**src/rtl/core/gspe_pkg.sv**
```systemverilog
// Types and constants shared by the gas sensor ppm estimator
package gspe_pkg;

  localparam int SUM_W = 21;
  localparam int CNT_W = 8;
  localparam int MV_W  = 12;
  localparam int NUM_W = 41;
  localparam int DEN_W = 45;
  localparam int QUO_W = 57;
  localparam int LX_W  = 48;

  localparam logic [23:0] MAX24 = 24'hFFFFFF;
  localparam logic [18:0] LOG2_10_Q16 = 19'd217706;
  localparam logic signed [28:0] EXP_OFFSET = 29'sd262144;
  localparam logic signed [28:0] EXP_LIMIT  = 29'sd1572864;

  typedef logic [2:0] reg_idx_t;
  localparam reg_idx_t REG_SUPPLY  = 3'd0;
  localparam reg_idx_t REG_LOAD    = 3'd1;
  localparam reg_idx_t REG_CLEAN   = 3'd2;
  localparam reg_idx_t REG_ICEPT   = 3'd3;
  localparam reg_idx_t REG_SLOPE   = 3'd4;
  localparam reg_idx_t REG_DIVIDER = 3'd5;

  typedef struct packed {
    logic [12:0]        supply;
    logic [19:0]        load;
    logic [15:0]        cr;
    logic signed [15:0] b;
    logic signed [15:0] inv;
  } cfg_t;

  typedef struct packed {
    logic             calib;
    logic [SUM_W-1:0] sum;
  } job_t;

  typedef struct packed {
    logic [23:0] ppm;
    logic [23:0] ratio;
    logic [12:0] mean;
    logic        sat;
  } result_t;

endpackage

```
**src/rtl/core/gspe_front.sv**
```systemverilog
// Sample accumulator: sums samples and hands finished groups to the queue
module gspe_front #(
  parameter int CALIB_SAMPLES   = 200,
  parameter int MEASURE_SAMPLES = 10
) (
  input  logic                     clk,
  input  logic                     rst_n,
  input  logic                     divider_enable,
  input  logic                     push,
  output logic                     full,
  input  logic [gspe_pkg::MV_W-1:0] in_sample_mv,
  input  logic                     job_full,
  output logic                     job_push,
  output gspe_pkg::job_t           job
);

  localparam logic [gspe_pkg::CNT_W-1:0] CAL_N  = gspe_pkg::CNT_W'(CALIB_SAMPLES);
  localparam logic [gspe_pkg::CNT_W-1:0] MEAS_N = gspe_pkg::CNT_W'(MEASURE_SAMPLES);

  logic [gspe_pkg::SUM_W-1:0] sum_r;
  logic [gspe_pkg::SUM_W-1:0] sum_nxt;
  logic [gspe_pkg::CNT_W-1:0] cnt_r;
  logic [gspe_pkg::CNT_W-1:0] cnt_nxt;
  logic                       cal_r;
  logic [12:0]                samp;
  logic                       accept;
  logic                       last;

  assign samp    = divider_enable ? {in_sample_mv, 1'b0} : {1'b0, in_sample_mv};
  assign sum_nxt = sum_r + gspe_pkg::SUM_W'(samp);
  assign cnt_nxt = cnt_r + 1'b1;
  assign last    = (cnt_nxt >= (cal_r ? MEAS_N : CAL_N));
  assign full    = job_full;
  assign accept  = push && !job_full;

  assign job_push  = accept && last;
  assign job.calib = !cal_r;
  assign job.sum   = sum_nxt;

  always_ff @(posedge clk) begin
    if (!rst_n) begin
      sum_r <= '0;
      cnt_r <= '0;
      cal_r <= 1'b0;
    end else if (accept) begin
      if (last) begin
        sum_r <= '0;
        cnt_r <= '0;
        cal_r <= 1'b1;
      end else begin
        sum_r <= sum_nxt;
        cnt_r <= cnt_nxt;
      end
    end
  end

endmodule

```
**config.mk**
```make
export PLATFORM = sky130hd
export DESIGN_NAME = gspe_front
export DESIGN_NICKNAME = d
export VERILOG_FILES = /design/src/rtl/core/gspe_pkg.sv /design/src/rtl/core/gspe_front.sv
export SDC_FILE = /design/constraint.sdc
export NUM_CORES = 1
export LEC_CHECK = 0
export BUFFER_PORTS_ARGS = -buffer_cell sky130_fd_sc_hd__buf_2
export CORE_UTILIZATION = 51
export CTS_CLUSTER_SIZE = 28
export DETAILED_ROUTE_END_ITERATION = 10
export PLACE_DENSITY = 0.74
export SETUP_SLACK_MARGIN = 0.3
export SLEW_MARGIN = 10
export SYNTH_ARGS = -nofsm -noshare
export SYNTH_HDL_FRONTEND = slang
export SYNTH_SLANG_ARGS = --single-unit
```
**constraint.sdc**
```tcl
create_clock -name clk -period 3.3 [get_ports clk]
set_input_delay 0.495 -clock clk [delete_from_list [all_inputs] [get_ports clk]]
set_output_delay 0.495 -clock clk [all_outputs]
set_load 0.01 [all_outputs]
```
==> flow_summary.json <==
{
  "crit_path_start_kind": "input port",
  "synth_cell_types": 52,
  "drt-vias-per-instance": 6.201,
  "grt_pass1_wl_microns": 9770,
  "dr.first_iter.drc_count": 213,
  "htree_levels": 2,
  "gr-total-overflow": 0,
  "finalNetCount": 368,
  "grt_max_degree": 28,
  "cts.sinks": 30,
  "die_h_microns": 68.84,
  "status": "finished clean",
  "synth_seq_cells": 30,
  "vias": 2381,
  "arrival_ns": 2.64,
  "cp-end-kind": "output port",
  "dpl.hpwl_microns": 3776,
  "grt_pass1_vias": 2195,
  "ys_seq_area_frac": 0.2636,
  "swShare": 0.3388,
  "grt.total_usage": 0.2787,
  "core_sq_mm": 0.004144,
  "fin_area_sq_mm": 0.003282,
  "die_area_sq_mm": 0.004739,
  "internal_power_uw": 764.5,
  "finClkSkew_ns": 0.009677,
  "drc_errors": 0,
  "antenna_found_initial": 0,
  "syn_area_sq_mm": 0.002278,
  "cts.reportedPaths.clkPinSlew_ns": 0.07,
  "p_sw_uw": 391.8,
  "drive_gt1_frac": 0.4671,
  "post_drt_wl_per_cell_microns": 18.19,
  "postPlaceCellArea_sq_mm": 0.002649,
  "finalSetupViolCount": 0,
  "root_buffer": "clkbuf_8",
  "clk_path_buf_depth": 2,
  "cts_tree": "done",
  "seqPwrFrac": 0.341,
  "globalplace.congestion": 0.8705,
  "max-cap-violations": 0,
  "setup_ws_ns": 0.1602,
  "ioPinCount": 41,
  "tightest_slew_ns": 1.076,
  "min_period_ns": 3.140,
  "period_share": 0.9515,
  "area_growth_pct": 44.04,
  "drtPass1Iterations": 4,
  "start_util": 0.5498,
  "ant_nets": 0,
  "p_clk_frac": 0.275,
  "hold_ws_ns": 0.4822,
  "syn_nets": 298,
  "yosysWarnings": 0,
  "place_ws_ns": -0.05892,
  "cp_data_required_time_ns": 2.80,
  "syn_avg_cell_area_sq_um": 8.663,
  "cts_buffers": 5,
  "synth_edf_count": 0,
  "syn_inst": 263,
  "antennaDiodeCount": 0,
  "rsz0062_at_grt": "true",
  "drv_slew": 0,
  "path_class": "input port to output port",
  "hold_path.class": "input port to flip-flop",
  "wirelength_microns": 6985,
  "ys_async_sr_fraction": 0,
  "die_x_microns": 68.84,
  "numPortBuffers": 40,
  "p_per_area_mw_per_mm2": 352.3,
  "finalHoldViolCount": 0,
  "crit_fanout": 3,
  "ir_drop_v": 0.0002287,
  "cts_hold_buffers": 0,
  "clk_latency_ns": 0.29,
  "finalPower_mw": 1.156,
  "p_comb_frac": 0.384,
  "p_leak_nw": 1.442,
  "num_rows": 23,
  "clock.fmax_mhz": 318.5,
  "maxSlewHeadroom": 0.2827,
  "ys.flop_type": "dfxtp_1"
}
==> registers in the layout, summed over array words and instances (netlist names) <==
| register | count |
|---|---|
| cal_r | 1 |
| sum_r | 21 |
| cnt_r | 8 |
==> layout by cell type (no fill, tap or decap), types with 7 or more instances in the layout <==
cell,count
a21oi_1,10
a21oi_2,8
a22o_1,17
buf_2,39
buf_4,29
dfxtp_1,27
ha_4,11
inv_1,10
mux2_4,9
nand2_1,15
nand3_1,10
nor2_1,7
o21ai_0,13
xnor2_1,11
xor2_1,7
==> cell type report <==
class                   count  area [sq um]
repair buffers             74         505.5
clock buffers               7         86.33
inverters                  10         37.54
well taps                  50         62.56
flip-flops and latches     30         611.8
clock inverters             1         5.005
fillers                   248         862.1
multi-input cells         212          1973
==> kinds of logic after synthesis <==
group	share of synthesized area
simple gates	0.1461
compound gates	0.3004
mux	0.05876
flops	0.2636
xor+xnor	0.08842
buf+inv	0.04064
fa+ha+maj	0.1021
==> cell usage after synthesis (2+ instances only) <==
library cell / n / area [sq um]
inv_1: 10 / 37.54
nor2_1: 10 / 37.54
a31o_2: 2 / 17.52
a211o_1: 2 / 17.52
nand4_1: 2 / 12.51
nand2_1: 21 / 78.83
ha_1: 17 / 212.7
mux2_2: 11 / 123.9
a2111o_1: 4 / 45.04
buf_2: 2 / 10.01
and3_1: 3 / 18.77
o2111ai_1: 3 / 26.28
a21o_1: 6 / 45.04
and2_1: 4 / 25.02
nand3_1: 13 / 65.06
xnor2_1: 14 / 122.6
a22o_1: 17 / 148.9
clkbuf_1: 6 / 22.52
o21ai_0: 16 / 80.08
o211ai_1: 2 / 15.01
xor2_1: 9 / 78.83
nor3_1: 2 / 10.01
o31a_1: 2 / 17.52
a221oi_1: 2 / 17.52
and4_1: 2 / 17.52
a21oi_1: 19 / 95.09
a211oi_1: 4 / 30.03
o21bai_1: 2 / 15.01
nand2b_1: 3 / 18.77
o21a_1: 2 / 15.01
dfxtp_1: 30 / 600.6
==> power groups by stage <==
stage | logic, mW | clock network (mW) | registers (mW)
global placement | 0.300 | 0 | 0.396
global route | 0.479 | 0.336 | 0.395
floorplan | 0.210 | 0 | 0.393
CTS | 0.383 | 0.323 | 0.394
finish | 0.444 | 0.318 | 0.394
detailed placement | 0.307 | 0 | 0.396
==> repair_timing <==
item                                    CTS  global route
endpoints found under the setup margin   14            15
resized for setup                        46            37
pin swaps                                24            21
setup buffers                            13             5
gates cloned                              1             0
==> worst max-delay path: stages <==
cell	delay, ns
buf_2	0.09
nor2b_2	0.17
ha_2	0.22
fa_2	0.23
a211oi_2	0.07
o21a_1	0.21
a221o_1	0.40
a2111o_1	0.49
xnor2_2	0.14
buf_2	0.14
==> path summary, 6_finish.rpt <==
| kind | from | endpoint | slack (ns) | cells past startpoint |
|---|---|---|---|---|
| worst max-delay path | in_sample_mv[0] | job[20] | 0.16 | 10 |
| worst max register to register | cnt_r[2]$_SDFFE_PN0P_ | sum_r[19]$_SDFFE_PN0P_ | 0.49 | 11 |
| worst min-delay path | rst_n | cal_r$_SDFFE_PN0P_ | 0.48 | 2 |
| worst min register to register | cnt_r[2]$_SDFFE_PN0P_ | cnt_r[2]$_SDFFE_PN0P_ | 0.50 | 1 |
==> stage by stage <==
stage / instances / utilization / TNS, ns
after floorplan: 263 / - / 0
after global placement: 357 / 0.6392 / 0
after detailed placement: 357 / 0.6392 / -0.09932
after CTS: 379 / 0.7491 / 0
after global routing: 384 / 0.7920 / 0
final: 384 / 0.7920 / 0
==> routing by layer <==
metal | vias to the layer above | global-route usage | part of all wire
li1 | 1131 | - | -
met1 | 1151 | 0.3221 | 0.43
met2 | 82 | 0.4891 | 0.51
met3 | 17 | 0.07237 | 0.046
met4 | 0 | 0.1020 | 0.020
met5 | - | 0 | 0
(Power assumes the default switching activity.)
