File: config.mk
export PLATFORM = sky130hd
export DESIGN_NAME = gspe_queue
export DESIGN_NICKNAME = d
export VERILOG_FILES = /design/src/rtl/core/gspe_queue.sv
export SDC_FILE = /design/constraint.sdc
export NUM_CORES = 1
export LEC_CHECK = 0
export BUFFER_PORTS_ARGS = -buffer_cell sky130_fd_sc_hd__buf_2
export CORE_MARGIN = 2
export CORE_UTILIZATION = 29
export DETAILED_ROUTE_END_ITERATION = 10
export GPL_ROUTABILITY_DRIVEN = 0
export SLEW_MARGIN = 20
export SYNTH_ARGS = -nofsm -noshare
export SYNTH_HDL_FRONTEND = slang
export SYNTH_SLANG_ARGS = --single-unit
File: constraint.sdc
create_clock -name clk -period 1.7 [get_ports clk]
set_input_delay 0.34 -clock clk [delete_from_list [all_inputs] [get_ports clk]]
set_output_delay 0.34 -clock clk [all_outputs]
set_load 0.03 [all_outputs]
File: src/rtl/core/gspe_queue.sv
// Two-entry word queue
module gspe_queue #(
  parameter int W = 8
) (
  input  logic         clk,
  input  logic         rst_n,
  input  logic         push,
  input  logic [W-1:0] wdata,
  output logic         full,
  input  logic         pop,
  output logic [W-1:0] rdata,
  output logic         empty
);

  logic [W-1:0] mem_r [2];
  logic         wp_r;
  logic         rp_r;
  logic [1:0]   cnt_r;
  logic         do_push;
  logic         do_pop;

  assign full    = (cnt_r == 2'd2);
  assign empty   = (cnt_r == 2'd0);
  assign do_push = push && !full;
  assign do_pop  = pop && !empty;
  assign rdata   = mem_r[rp_r];

  always_ff @(posedge clk) begin
    if (do_push) begin
      mem_r[wp_r] <= wdata;
    end
  end

  always_ff @(posedge clk) begin
    if (!rst_n) begin
      wp_r  <= 1'b0;
      rp_r  <= 1'b0;
      cnt_r <= 2'd0;
    end else begin
      if (do_push) begin
        wp_r <= ~wp_r;
      end
      if (do_pop) begin
        rp_r <= ~rp_r;
      end
      if (do_push && !do_pop) begin
        cnt_r <= cnt_r + 2'd1;
      end else if (do_pop && !do_push) begin
        cnt_r <= cnt_r - 2'd1;
      end
    end
  end

endmodule

==> results.md, run 1 <==
* Die W at 56.6 um
* Xor and xnor area share after synthesis at 3.27%
* Relative slew slack at 73.3%
* Power density over the cells at 1540 nW/um^2
* Final Cell Area at 990 sq um
* Static leakage at 0.000399 uW
* Cell Chain, Critical Path: mux2_2 > buf_2
* Worst Tran Pin Value at 0.400 ns
* Antenna-violating nets left at 0
* Synth cell types at 16
* Seq/Total Area, Yosys at 72.3%
* Rows at 19
* Fin Setup TNS at 0 ns
* Initial Utilization at 29.9%
* # port buffers at 21
* # diodes at 0
* IR drop worst, VDD at 0.788 mV
* Crit end category: primary output
* WL per Instance at 12.4 um
* Area post-placement at 957 sq um
* H-tree lvl count at 1
* Final hold violations at 0
* Die area at 3210 sq um
* HP Class: input port to flip-flop
* Clock sink count at 21
* Drt pass-1 iters at 2
* Fin Clk Skew at 0.00394 ns
* Net count, final at 91
* Inst Count DP at 104
* Post-synthesis compound-gate area fraction at 3.74%
* Die height at 56.6 um
* Final core occ at 36.8%
* Slowest-stage cell, CP: dfxtp_4
* Yosys warns at 0
* Overflow after GRT at 0
* GRT Overall Usage at 8.51%
* Type of the worst setup path: flip-flop to primary output
* #FFs+latches synth at 21
* Clock Path Buffers at 2
* Post-Syn Area per Cell at 15.8 sq um
* Simple-gate share of the synthesized area at 5.92%
* Synth Instances at 51
* Crit path time final at 1.58 ns
* Mux share of post-synthesis cell area at 11.2%
* Clk_lat worst skew at 0.29 ns
* Cts bufs inserted at 3
* CP max stage delay at 0.43 ns
* Final period util at 93.0%
* Achievable Freq at 0.633 GHz
* Status: completed
* Post-Syn Nets at 64
* Post-synthesis adder-cell area fraction at 1.56%
* Vias per cell at 4.45
* Number of post-CTS setup repair buffers at 0
* Multi-input logic area at 206 sq um
* RSZ-0062 raised after global routing: no
* CTS clk-pin slew, worst paths at 0.11 ns
* Crit Path Max Fanout at 8
* Share of cells above drive strength 1 at 50.6%
* Pin count of the biggest net entering global routing at 13
* First-pass GRT wire length at 2.01 mm
* Seq. cell area at 586 sq um
* Final Power at 1530 uW
* # setup viols final at 0
* Synthesized area at 803 sq um
* CP Data Required Time at 1.36 ns
* Initial antenna violation count at 0
* Clock root buffer: clkbuf_4
* Iter 0 DRT Violations at 4
* Detailed-route wire length at 1.33 mm
* Max Slew Vio Count at 0
* Startpoint Class: flip-flop
* Final non-filler cell total at 108
* Fillers at 268
* Worst Path Arrival at 1.24 ns
* I/O pin count at 22
* Largest family of logic cells by synthesized area: multiplexers
* MaxCap Viol Count at 0
* Vias in the first global route at 442
* CTS resizes at 1
* Area grow syn2layout at 23.2%
* Cts hold-fix bufs at 0
* TritonCTS clock tree: done
* DPL Wire Length at 985 um
* DRC errors left at 0
* Core area at 2690 sq um
* Routed via count at 481
==> critical path: cells and delay by family, from the launching register on <==
kind                   cells  cell delay, ns
muxes                      1            0.34
DFF                        1            0.43
buffers and inverters      1            0.18
==> per-stage QoR <==
stage	setup slack (ns)	hold WS, ns
4_1_cts	0.0418	0.219
6_report	0.120	0.231
5_1_grt	0.0266	0.202
2_1_floorplan	0.0140	0.439
3_5_place_dp	0.0828	0.492
3_3_place_gp	0.179	0.484
==> worst paths after layout <==
path,start,to,slack (ns),cells past startpoint
worst max-delay path,flip-flop,rdata[0],0.12,2
worst max register to register,cnt_r[0]$_SDFFE_PN0P_,cnt_r[1]$_SDFFE_PN0P_,0.13,6
worst min register to register,rp_r$_SDFFE_PN0P_,flip-flop,0.52,2
worst min-delay path,wdata[0],mem_r[1][0]$_DFFE_PP_,0.23,1
==> cells in the mapped netlist <==
master | count | share of area [%]
buf_2 | 1 | 0.62
a21oi_1 | 1 | 0.62
nor3_2 | 1 | 1.2
o21a_1 | 1 | 0.93
or3_1 | 1 | 0.78
inv_1 | 3 | 1.4
dfxtp_1 | 5 | 12
mux2_2 | 8 | 11
nand2b_1 | 1 | 0.78
nor2_1 | 5 | 2.3
xor2_1 | 3 | 3.3
edfxtp_1 | 16 | 60
o21ai_0 | 2 | 1.2
and3_1 | 1 | 0.78
ha_1 | 1 | 1.6
a21boi_0 | 1 | 0.93
==> cells by family after synthesis <==
logic type | Yosys count
XOR/XNOR | 3
buffers and inverters | 4
multiplexers | 8
AO/OA/AOI/OAI | 5
adder cells (fa/ha/maj) | 1
flip-flops | 21
AND/OR/NAND/NOR | 9
==> sequential cells by signal, summed over array words and instances, names as in the netlist, named ones only <==
register,count
cnt_r,2
mem_r,16
rp_r,1
wp_r,1
==> power breakdown <==
group / switching (uW) / leakage [uW] / internal, uW
logic: 347 / 0.000190 / 222
registers: 68.4 / 0.000192 / 662
clock network: 142 / 0.0000177 / 87.4
total: 557 / 0.000399 / 972
==> layout make-up <==
cell class	count	share of cell area, %
repair buffers	23	12.1
well taps	31	3.92
inverters	3	1.14
clock buffers	3	2.28
multi-input cells	26	20.9
flip-flops and latches	21	59.2
clock inverters	1	0.506
==> layout by cell type (no fill, tap or decap), drive strengths merged <==
cell type  netlist  layout
a21boi           1       1
a21oi            1       1
and3             1       1
buf              1      23
clkbuf           0       3
clkinv           0       1
dfxtp            5       5
edfxtp          16      16
ha               1       1
inv              3       3
mux2             8       8
nand2b           1       1
nor2             5       5
nor3             1       1
o21a             1       1
o21ai            2       2
or3              1       1
xor2             3       3
==> per-layer routing <==
metal | part of all wire, % | global-route usage, % | vias up | wire length (um)
li1 | - | - | 236 | -
met1 | 42 | 10.9 | 227 | 560
met2 | 50 | 13.0 | 16 | 666
met3 | 7.0 | 2.76 | 2 | 94
met4 | 0.90 | 4.08 | 0 | 12
met5 | 0 | 0 | - | 0
Note: power is estimated with default switching activity, not from simulation.
==> run 2: changes to the inputs <==
--- a/config.mk
+++ b/config.mk
@@ -7,9 +7,11 @@
 export LEC_CHECK = 0
 export BUFFER_PORTS_ARGS = -buffer_cell sky130_fd_sc_hd__buf_2
 export CORE_MARGIN = 2
-export CORE_UTILIZATION = 29
+export CORE_UTILIZATION = 49
 export DETAILED_ROUTE_END_ITERATION = 10
 export GPL_ROUTABILITY_DRIVEN = 0
+export PLACE_DENSITY = 0.75
+export RECOVER_POWER = 50
 export SLEW_MARGIN = 20
 export SYNTH_ARGS = -nofsm -noshare
 export SYNTH_HDL_FRONTEND = slang
==> run 2 against run 1 <==
Net effect:
- fmax decreased by 2.4%
- die area decreased by 38%
- clock power about the same
- wire length decreased by 13%
- count of clock-buffer cells in the layout increased by 1
- first-iteration DRC count increased by 25%
- combinational power about the same
- sequential share of layout area increased by 1.7 points
- global-route usage increased by 4.7 points
- clock skew about the same
- worst hold slack got worse by 0.0030 ns
- cell area decreased by 2.5%
- largest cell class unchanged
==> results.md, run 2 (synthesized netlist as in run 1, its figures left out) <==
* Cts hold-fix bufs at 0 (unchanged)
* Net count, final at 92 (was 91)
* Largest register FFs at 16 (unchanged)
* Final Cell Area at 965 sq um (was 990 sq um)
* First-pass GRT wire length at 1.73 mm (was 2.01 mm)
* Crit Path Max Fanout at 8 (unchanged)
* Vias per cell at 5.12 (was 4.45)
* Static leakage at 0.000393 uW (was 0.000399 uW)
* H-tree lvl count at 1 (unchanged)
* Antenna-violating nets left at 0 (unchanged)
* Type of the worst setup path: flip-flop to primary output (unchanged)
* # diodes at 0 (unchanged)
* DRC errors left at 0 (unchanged)
* WL per Instance at 12.4 um (about the same)
* Startpoint Class: flip-flop (unchanged)
* RSZ-0062 raised after global routing: no (unchanged)
* GRT Overall Usage at 13.2% (was 8.51%)
* Most frequent cells in the layout: buf_2, edfxtp_1, mux2_2 (unchanged)
* Routed via count at 481 (unchanged)
* CTS clk-pin slew, worst paths at 0.11 ns (about the same)
* Slowest-stage cell, CP: dfxtp_2 (was dfxtp_4)
* IR drop worst, VDD at 0.826 mV (was 0.788 mV)
* Worst Tran Pin Value at 0.383 ns (was 0.400 ns)
* Drt pass-1 iters at 4 (was 2)
* Die area at 1980 sq um (was 3210 sq um)
* Clock Path Buffers at 2 (unchanged)
* Rows at 14 (was 19)
* Initial antenna violation count at 0 (unchanged)
* Clock sink count at 21 (unchanged)
* CP max stage delay at 0.45 ns (was 0.43 ns)
* Pin count of the biggest net entering global routing at 12 (was 13)
* Max Slew Vio Count at 0 (unchanged)
* MaxCap Viol Count at 0 (unchanged)
* Fin Clk Skew at 0.00367 ns (was 0.00394 ns)
* Clock root buffer: clkbuf_4 (unchanged)
* Initial Utilization at 52.7% (was 29.9%)
* Cts bufs inserted at 3 (unchanged)
* # port buffers at 21 (unchanged)
* Final period util at 95.2% (was 93.0%)
* Crit path time final at 1.62 ns (was 1.58 ns)
* I/O pin count at 22 (unchanged)
* Iter 0 DRT Violations at 5 (was 4)
* Inst Count DP at 89 (was 104)
* Worst Path Arrival at 1.28 ns (was 1.24 ns)
* DPL Wire Length at 868 um (was 985 um)
* Die W at 44.5 um (was 56.6 um)
* Final non-filler cell total at 94 (was 108)
* # setup viols final at 0 (unchanged)
* WHS at 0.228 ns (was 0.231 ns)
* Cell Chain, Critical Path: mux2_2 > buf_2 (unchanged)
* Commonest non-fill, non-tap cell in the layout: buf_2 (unchanged)
* Detailed-route wire length at 1.17 mm (was 1.33 mm)
* Biggest regs: mem_r: 16 flops, cnt_r: 2 flops (unchanged)
* Crit end category: primary output (unchanged)
* Top reg by flops: mem_r (unchanged)
* Core area at 1520 sq um (was 2690 sq um)
* Fillers at 133 (was 268)
* Power density over the cells at 1580 nW/um^2 (was 1540 nW/um^2)
* TritonCTS clock tree: done (unchanged)
* Area post-placement at 938 sq um (was 957 sq um)
* Area grow syn2layout at 20.1% (was 23.2%)
* Relative slew slack at 74.5% (was 73.3%)
* Clk_lat worst skew at 0.29 ns (about the same)
* Vias in the first global route at 435 (was 442)
* Status: completed (unchanged)
* Achievable Freq at 0.618 GHz (was 0.633 GHz)
* HP Class: input port to flip-flop (unchanged)
* Die height at 44.5 um (was 56.6 um)
* Final hold violations at 0 (unchanged)
* CP Data Required Time at 1.36 ns (about the same)
* Fin Setup TNS at 0 ns (unchanged)
* Overflow after GRT at 0 (unchanged)
* Share of cells above drive strength 1 at 44.9% (was 50.6%)
## run 2: cell types whose count changed in the layout (fill, tap and decap cells not counted), sizes merged
cell / before / now
clkbuf: 3 / 7
clkinv: 1 / 0
buf: 23 / 21
## run 2: critical path, delay by kind of cell, from the launching register on
kind | cells | cell delay [ns]
buf+inv | 1 | 0.18
flops | 1 | 0.45
mux | 1 | 0.36
## run 2: power breakdown
part	switching, uW	internal (uW)	leakage [uW]
logic	346	224	0.000186
clock network	135	91.3	0.0000150
registers	67.3	665	0.000192
total	549	980	0.000393
## run 2: routing by layer
layer,part of all wire (%),track usage [%],vias up
met5,0,0,-
met4,2.5,9.09,0
met3,5.8,3.67,4
met2,49,22.6,15
met1,43,13.8,222
li1,-,-,240
## run 2: per-stage QoR
step / power (uW) / utilization, % / setup WS (ns)
2_1_floorplan: 1140 / - / 0.0140
3_3_place_gp: 1280 / 61.6 / 0.177
3_5_place_dp: 1310 / 61.6 / 0.0755
4_1_cts: 1530 / 63.4 / 0.0500
5_1_grt: 1620 / 63.3 / 0.00933
6_report: 1530 / 63.3 / 0.0808
## run 2: worst paths after layout
kind / startpoint / to / slack, ns / cells past startpoint
min: wdata[0] / mem_r[1][0]$_DFFE_PP_ / 0.23 / 1
max reg2reg: cnt_r[0]$_SDFFE_PN0P_ / cnt_r[1]$_SDFFE_PN0P_ / 0.11 / 6
max: flip-flop / rdata[3] / 0.08 / 2
min reg2reg: cnt_r[1]$_SDFFE_PN0P_ / cnt_r[1]$_SDFFE_PN0P_ / 0.52 / 2
## run 2: repair_timing
action	4_1_cts	5_1_grt
pin swaps	0	1
buffers inserted	0	1
gates cloned	0	0
resized for setup	1	3
endpoints found under the setup margin	8	1
## run 2: final cells by class
class,instances,area [sq um],area share (%)
flip-flops and latches,21,587,60.8
multi-input cells,26,201,20.9
repair buffers,24,119,12.3
clock buffers,4,26.3,2.72
well taps,16,20.0,2.08
inverters,3,11.3,1.17
==> run 3: changes to the inputs <==
==> constraint.sdc (replaced) <==
create_clock -name clk -period 1.7 [get_ports clk]
set_input_delay 0 -clock clk [delete_from_list [all_inputs] [get_ports clk]]
set_output_delay 0 -clock clk [all_outputs]
set_load 0.03 [all_outputs]
==> run 3 against run 2 <==
Net effect:
- flip-flop and latch count stayed put
- clock skew is 0.0016 ns higher
- die area stayed put
- wire length is 13% higher
- critical endpoint is now cnt_r[1]$_SDFFE_PN0P_
- largest power group unchanged
- critical path type is now flip-flop to flip-flop
- final cell count is 9.6% higher
==> results.md, run 3 (synthesized netlist as in run 1, its figures left out) <==
* Fin Clk Skew at 0.00526 ns (was 0.00367 ns)
* TritonCTS clock tree: done (unchanged)
* CTS clk-pin slew, worst paths at 0.11 ns (about the same)
* Crit Path Max Fanout at 5 (was 8)
* Fillers at 125 (was 133)
* Vias per cell at 4.98 (was 5.12)
* Clock root buffer: clkbuf_4 (unchanged)
* MaxCap Viol Count at 0 (unchanged)
* Status: completed (unchanged)
* Routed via count at 513 (was 481)
* DPL Wire Length at 868 um (unchanged)
* Clock Path Buffers at 2 (unchanged)
* Startpoint Class: flip-flop (unchanged)
* Clk_lat worst skew at 0.29 ns (about the same)
* Final hold violations at 0 (unchanged)
* Largest register FFs at 16 (unchanged)
* IR drop worst, VDD at 0.836 mV (was 0.826 mV)
* Drt pass-1 iters at 4 (unchanged)
* CP Data Required Time at 1.93 ns (was 1.36 ns)
* # port buffers at 21 (unchanged)
* Core area at 1520 sq um (unchanged)
* H-tree lvl count at 1 (unchanged)
* Cell Chain, Critical Path: nand2b_1 > inv_1 > nor2_1 > ha_1 > or3_1 > a21oi_1 (was mux2_2 > buf_2)
* Vias in the first global route at 496 (was 435)
* I/O pin count at 22 (unchanged)
* Detailed-route wire length at 1.32 mm (was 1.17 mm)
* Die W at 44.5 um (unchanged)
* Static leakage at 0.000422 uW (was 0.000393 uW)
* Worst r2r path cells at 6 (unchanged)
* Type of the worst setup path: flip-flop to flip-flop (was flip-flop to primary output)
* Die area at 1980 sq um (unchanged)
* Most frequent cells in the layout: edfxtp_1, buf_2, dlygate4sd3_1 (was buf_2, edfxtp_1, mux2_2)
* Initial antenna violation count at 0 (unchanged)
* Top reg by flops: mem_r (unchanged)
* # diodes at 0 (unchanged)
* GRT Overall Usage at 14.9% (was 13.2%)
* Relative slew slack at 73.7% (was 74.5%)
* HP Class: input port to flip-flop (unchanged)
* Clock sink count at 21 (unchanged)
* Power density over the cells at 1460 nW/um^2 (was 1580 nW/um^2)
* DRC errors left at 0 (unchanged)
* First-pass GRT wire length at 1.95 mm (was 1.73 mm)
* Pin count of the biggest net entering global routing at 12 (unchanged)
* Worst Path Arrival at 1.83 ns (was 1.28 ns)
* Rows at 14 (unchanged)
* CP max stage delay at 0.39 ns (was 0.45 ns)
* Max Slew Vio Count at 0 (unchanged)
* Crit end category: flip-flop (was primary output)
* Share of cells above drive strength 1 at 35.6% (was 44.9%)
* Area grow syn2layout at 31.0% (was 20.1%)
* Worst Tran Pin Value at 0.395 ns (was 0.383 ns)
* Final Power at 1540 uW (was 1530 uW)
* Achievable Freq at 0.626 GHz (was 0.618 GHz)
* # setup viols final at 0 (unchanged)
* Net count, final at 101 (was 92)
* Crit Reg-Reg Endpoint: cnt_r[1]$_SDFFE_PN0P_ (unchanged)
* Fin Setup TNS at 0 ns (unchanged)
* Iter 0 DRT Violations at 7 (was 5)
* Final period util at 94.0% (was 95.2%)
* WL per Instance at 12.8 um (was 12.4 um)
* RSZ-0062 raised after global routing: no (unchanged)
* Reg-to-reg slack, setup at 0.10 ns (was 0.11 ns)
* Die height at 44.5 um (unchanged)
* Slowest-stage cell, CP: or3_1 (was dfxtp_2)
* Commonest non-fill, non-tap cell in the layout: edfxtp_1 (was buf_2)
* Antenna-violating nets left at 0 (unchanged)
* Crit path to: cnt_r[1]$_SDFFE_PN0P_ (was rdata[3])
* Overflow after GRT at 0 (unchanged)
* Initial Utilization at 52.7% (unchanged)
* Reg-to-reg startpoint: cnt_r[0]$_SDFFE_PN0P_ (unchanged)
* Biggest regs: mem_r: 16 flops, cnt_r: 2 flops (unchanged)
* Crit path time final at 1.60 ns (was 1.62 ns)
* Cts bufs inserted at 3 (unchanged)
* CP startpoint: cnt_r[0]$_SDFFE_PN0P_
## run 3: cell count changes in the layout (fill, tap and decap cells not counted), sizes merged
| cell | previous run | this run |
|---|---|---|
| buf | 21 | 17 |
| clkbuf | 7 | 11 |
| dlygate4sd3 | 0 | 9 |
## run 3: timing repair
item / in CTS / in global routing
gates resized for setup: 0 / 3
hold endpoints to repair: 20 / 0
endpoints found under the setup margin: 0 / 1
buffers inserted: 0 / 1
hold buffers: 9 / 0
## run 3: area by class of cell
cell class	count	area (sq um)	share of cell area [%]
well taps	16	20.0	1.90
repair buffers	33	208	19.7
inverters	3	11.3	1.07
flip-flops and latches	21	586	55.6
multi-input cells	26	201	19.1
clock buffers	4	26.3	2.50
## run 3: metrics by stage
step	cell area, sq um	std cells	worst slack [ns]	util (%)	hold slack [ns]
after global placement	938	89	0.177	61.6	0.188
after floorplan	803	51	0.0140	-	0.0989
after global routing	1050	103	0.0300	69.0	0.0575
after detailed placement	938	89	0.0755	61.6	0.191
final	1050	103	0.103	69.0	0.0604
after CTS	1050	102	0.0603	69.2	0.0574
## run 3: power by group
group	internal, uW	switching (uW)	total [uW]
Combinational	235	351	586
Clock	91.3	134	225
Sequential	663	67.9	731
## run 3: worst max-delay path, delay by kind of cell, from the launching register on
kind	cells	cell delay, ns
AND/OR/NAND/NOR	3	0.60
flip-flops	1	0.38
adder cells (fa/ha/maj)	1	0.30
AO/OA/AOI/OAI	1	0.15
buffers and inverters	1	0.09
## run 3: how the worst min path moves through the flow
stage,startpoint,endpoint,slack (ns),depth (start not counted)
after floorplan,wdata[0],mem_r[0][0]$_DFFE_PP_,0.1,0
after CTS,push,wp_r$_SDFFE_PN0P_,0.06,3
after global routing,push,wp_r$_SDFFE_PN0P_,0.06,3
final,push,wp_r$_SDFFE_PN0P_,0.06,3
after detailed placement,wdata[7],mem_r[1][7]$_DFFE_PP_,0.19,1
after global placement,wdata[7],mem_r[0][7]$_DFFE_PP_,0.19,1
## run 3: per-layer routing
layer / share of wire, % / vias to the layer above / GRT usage [%]
li1: - / 258 / -
met1: 40 / 236 / 14.1
met2: 53 / 15 / 28.1
met3: 4.0 / 4 / 3.67
met4: 2.2 / 0 / 9.09
met5: 0 / - / 0
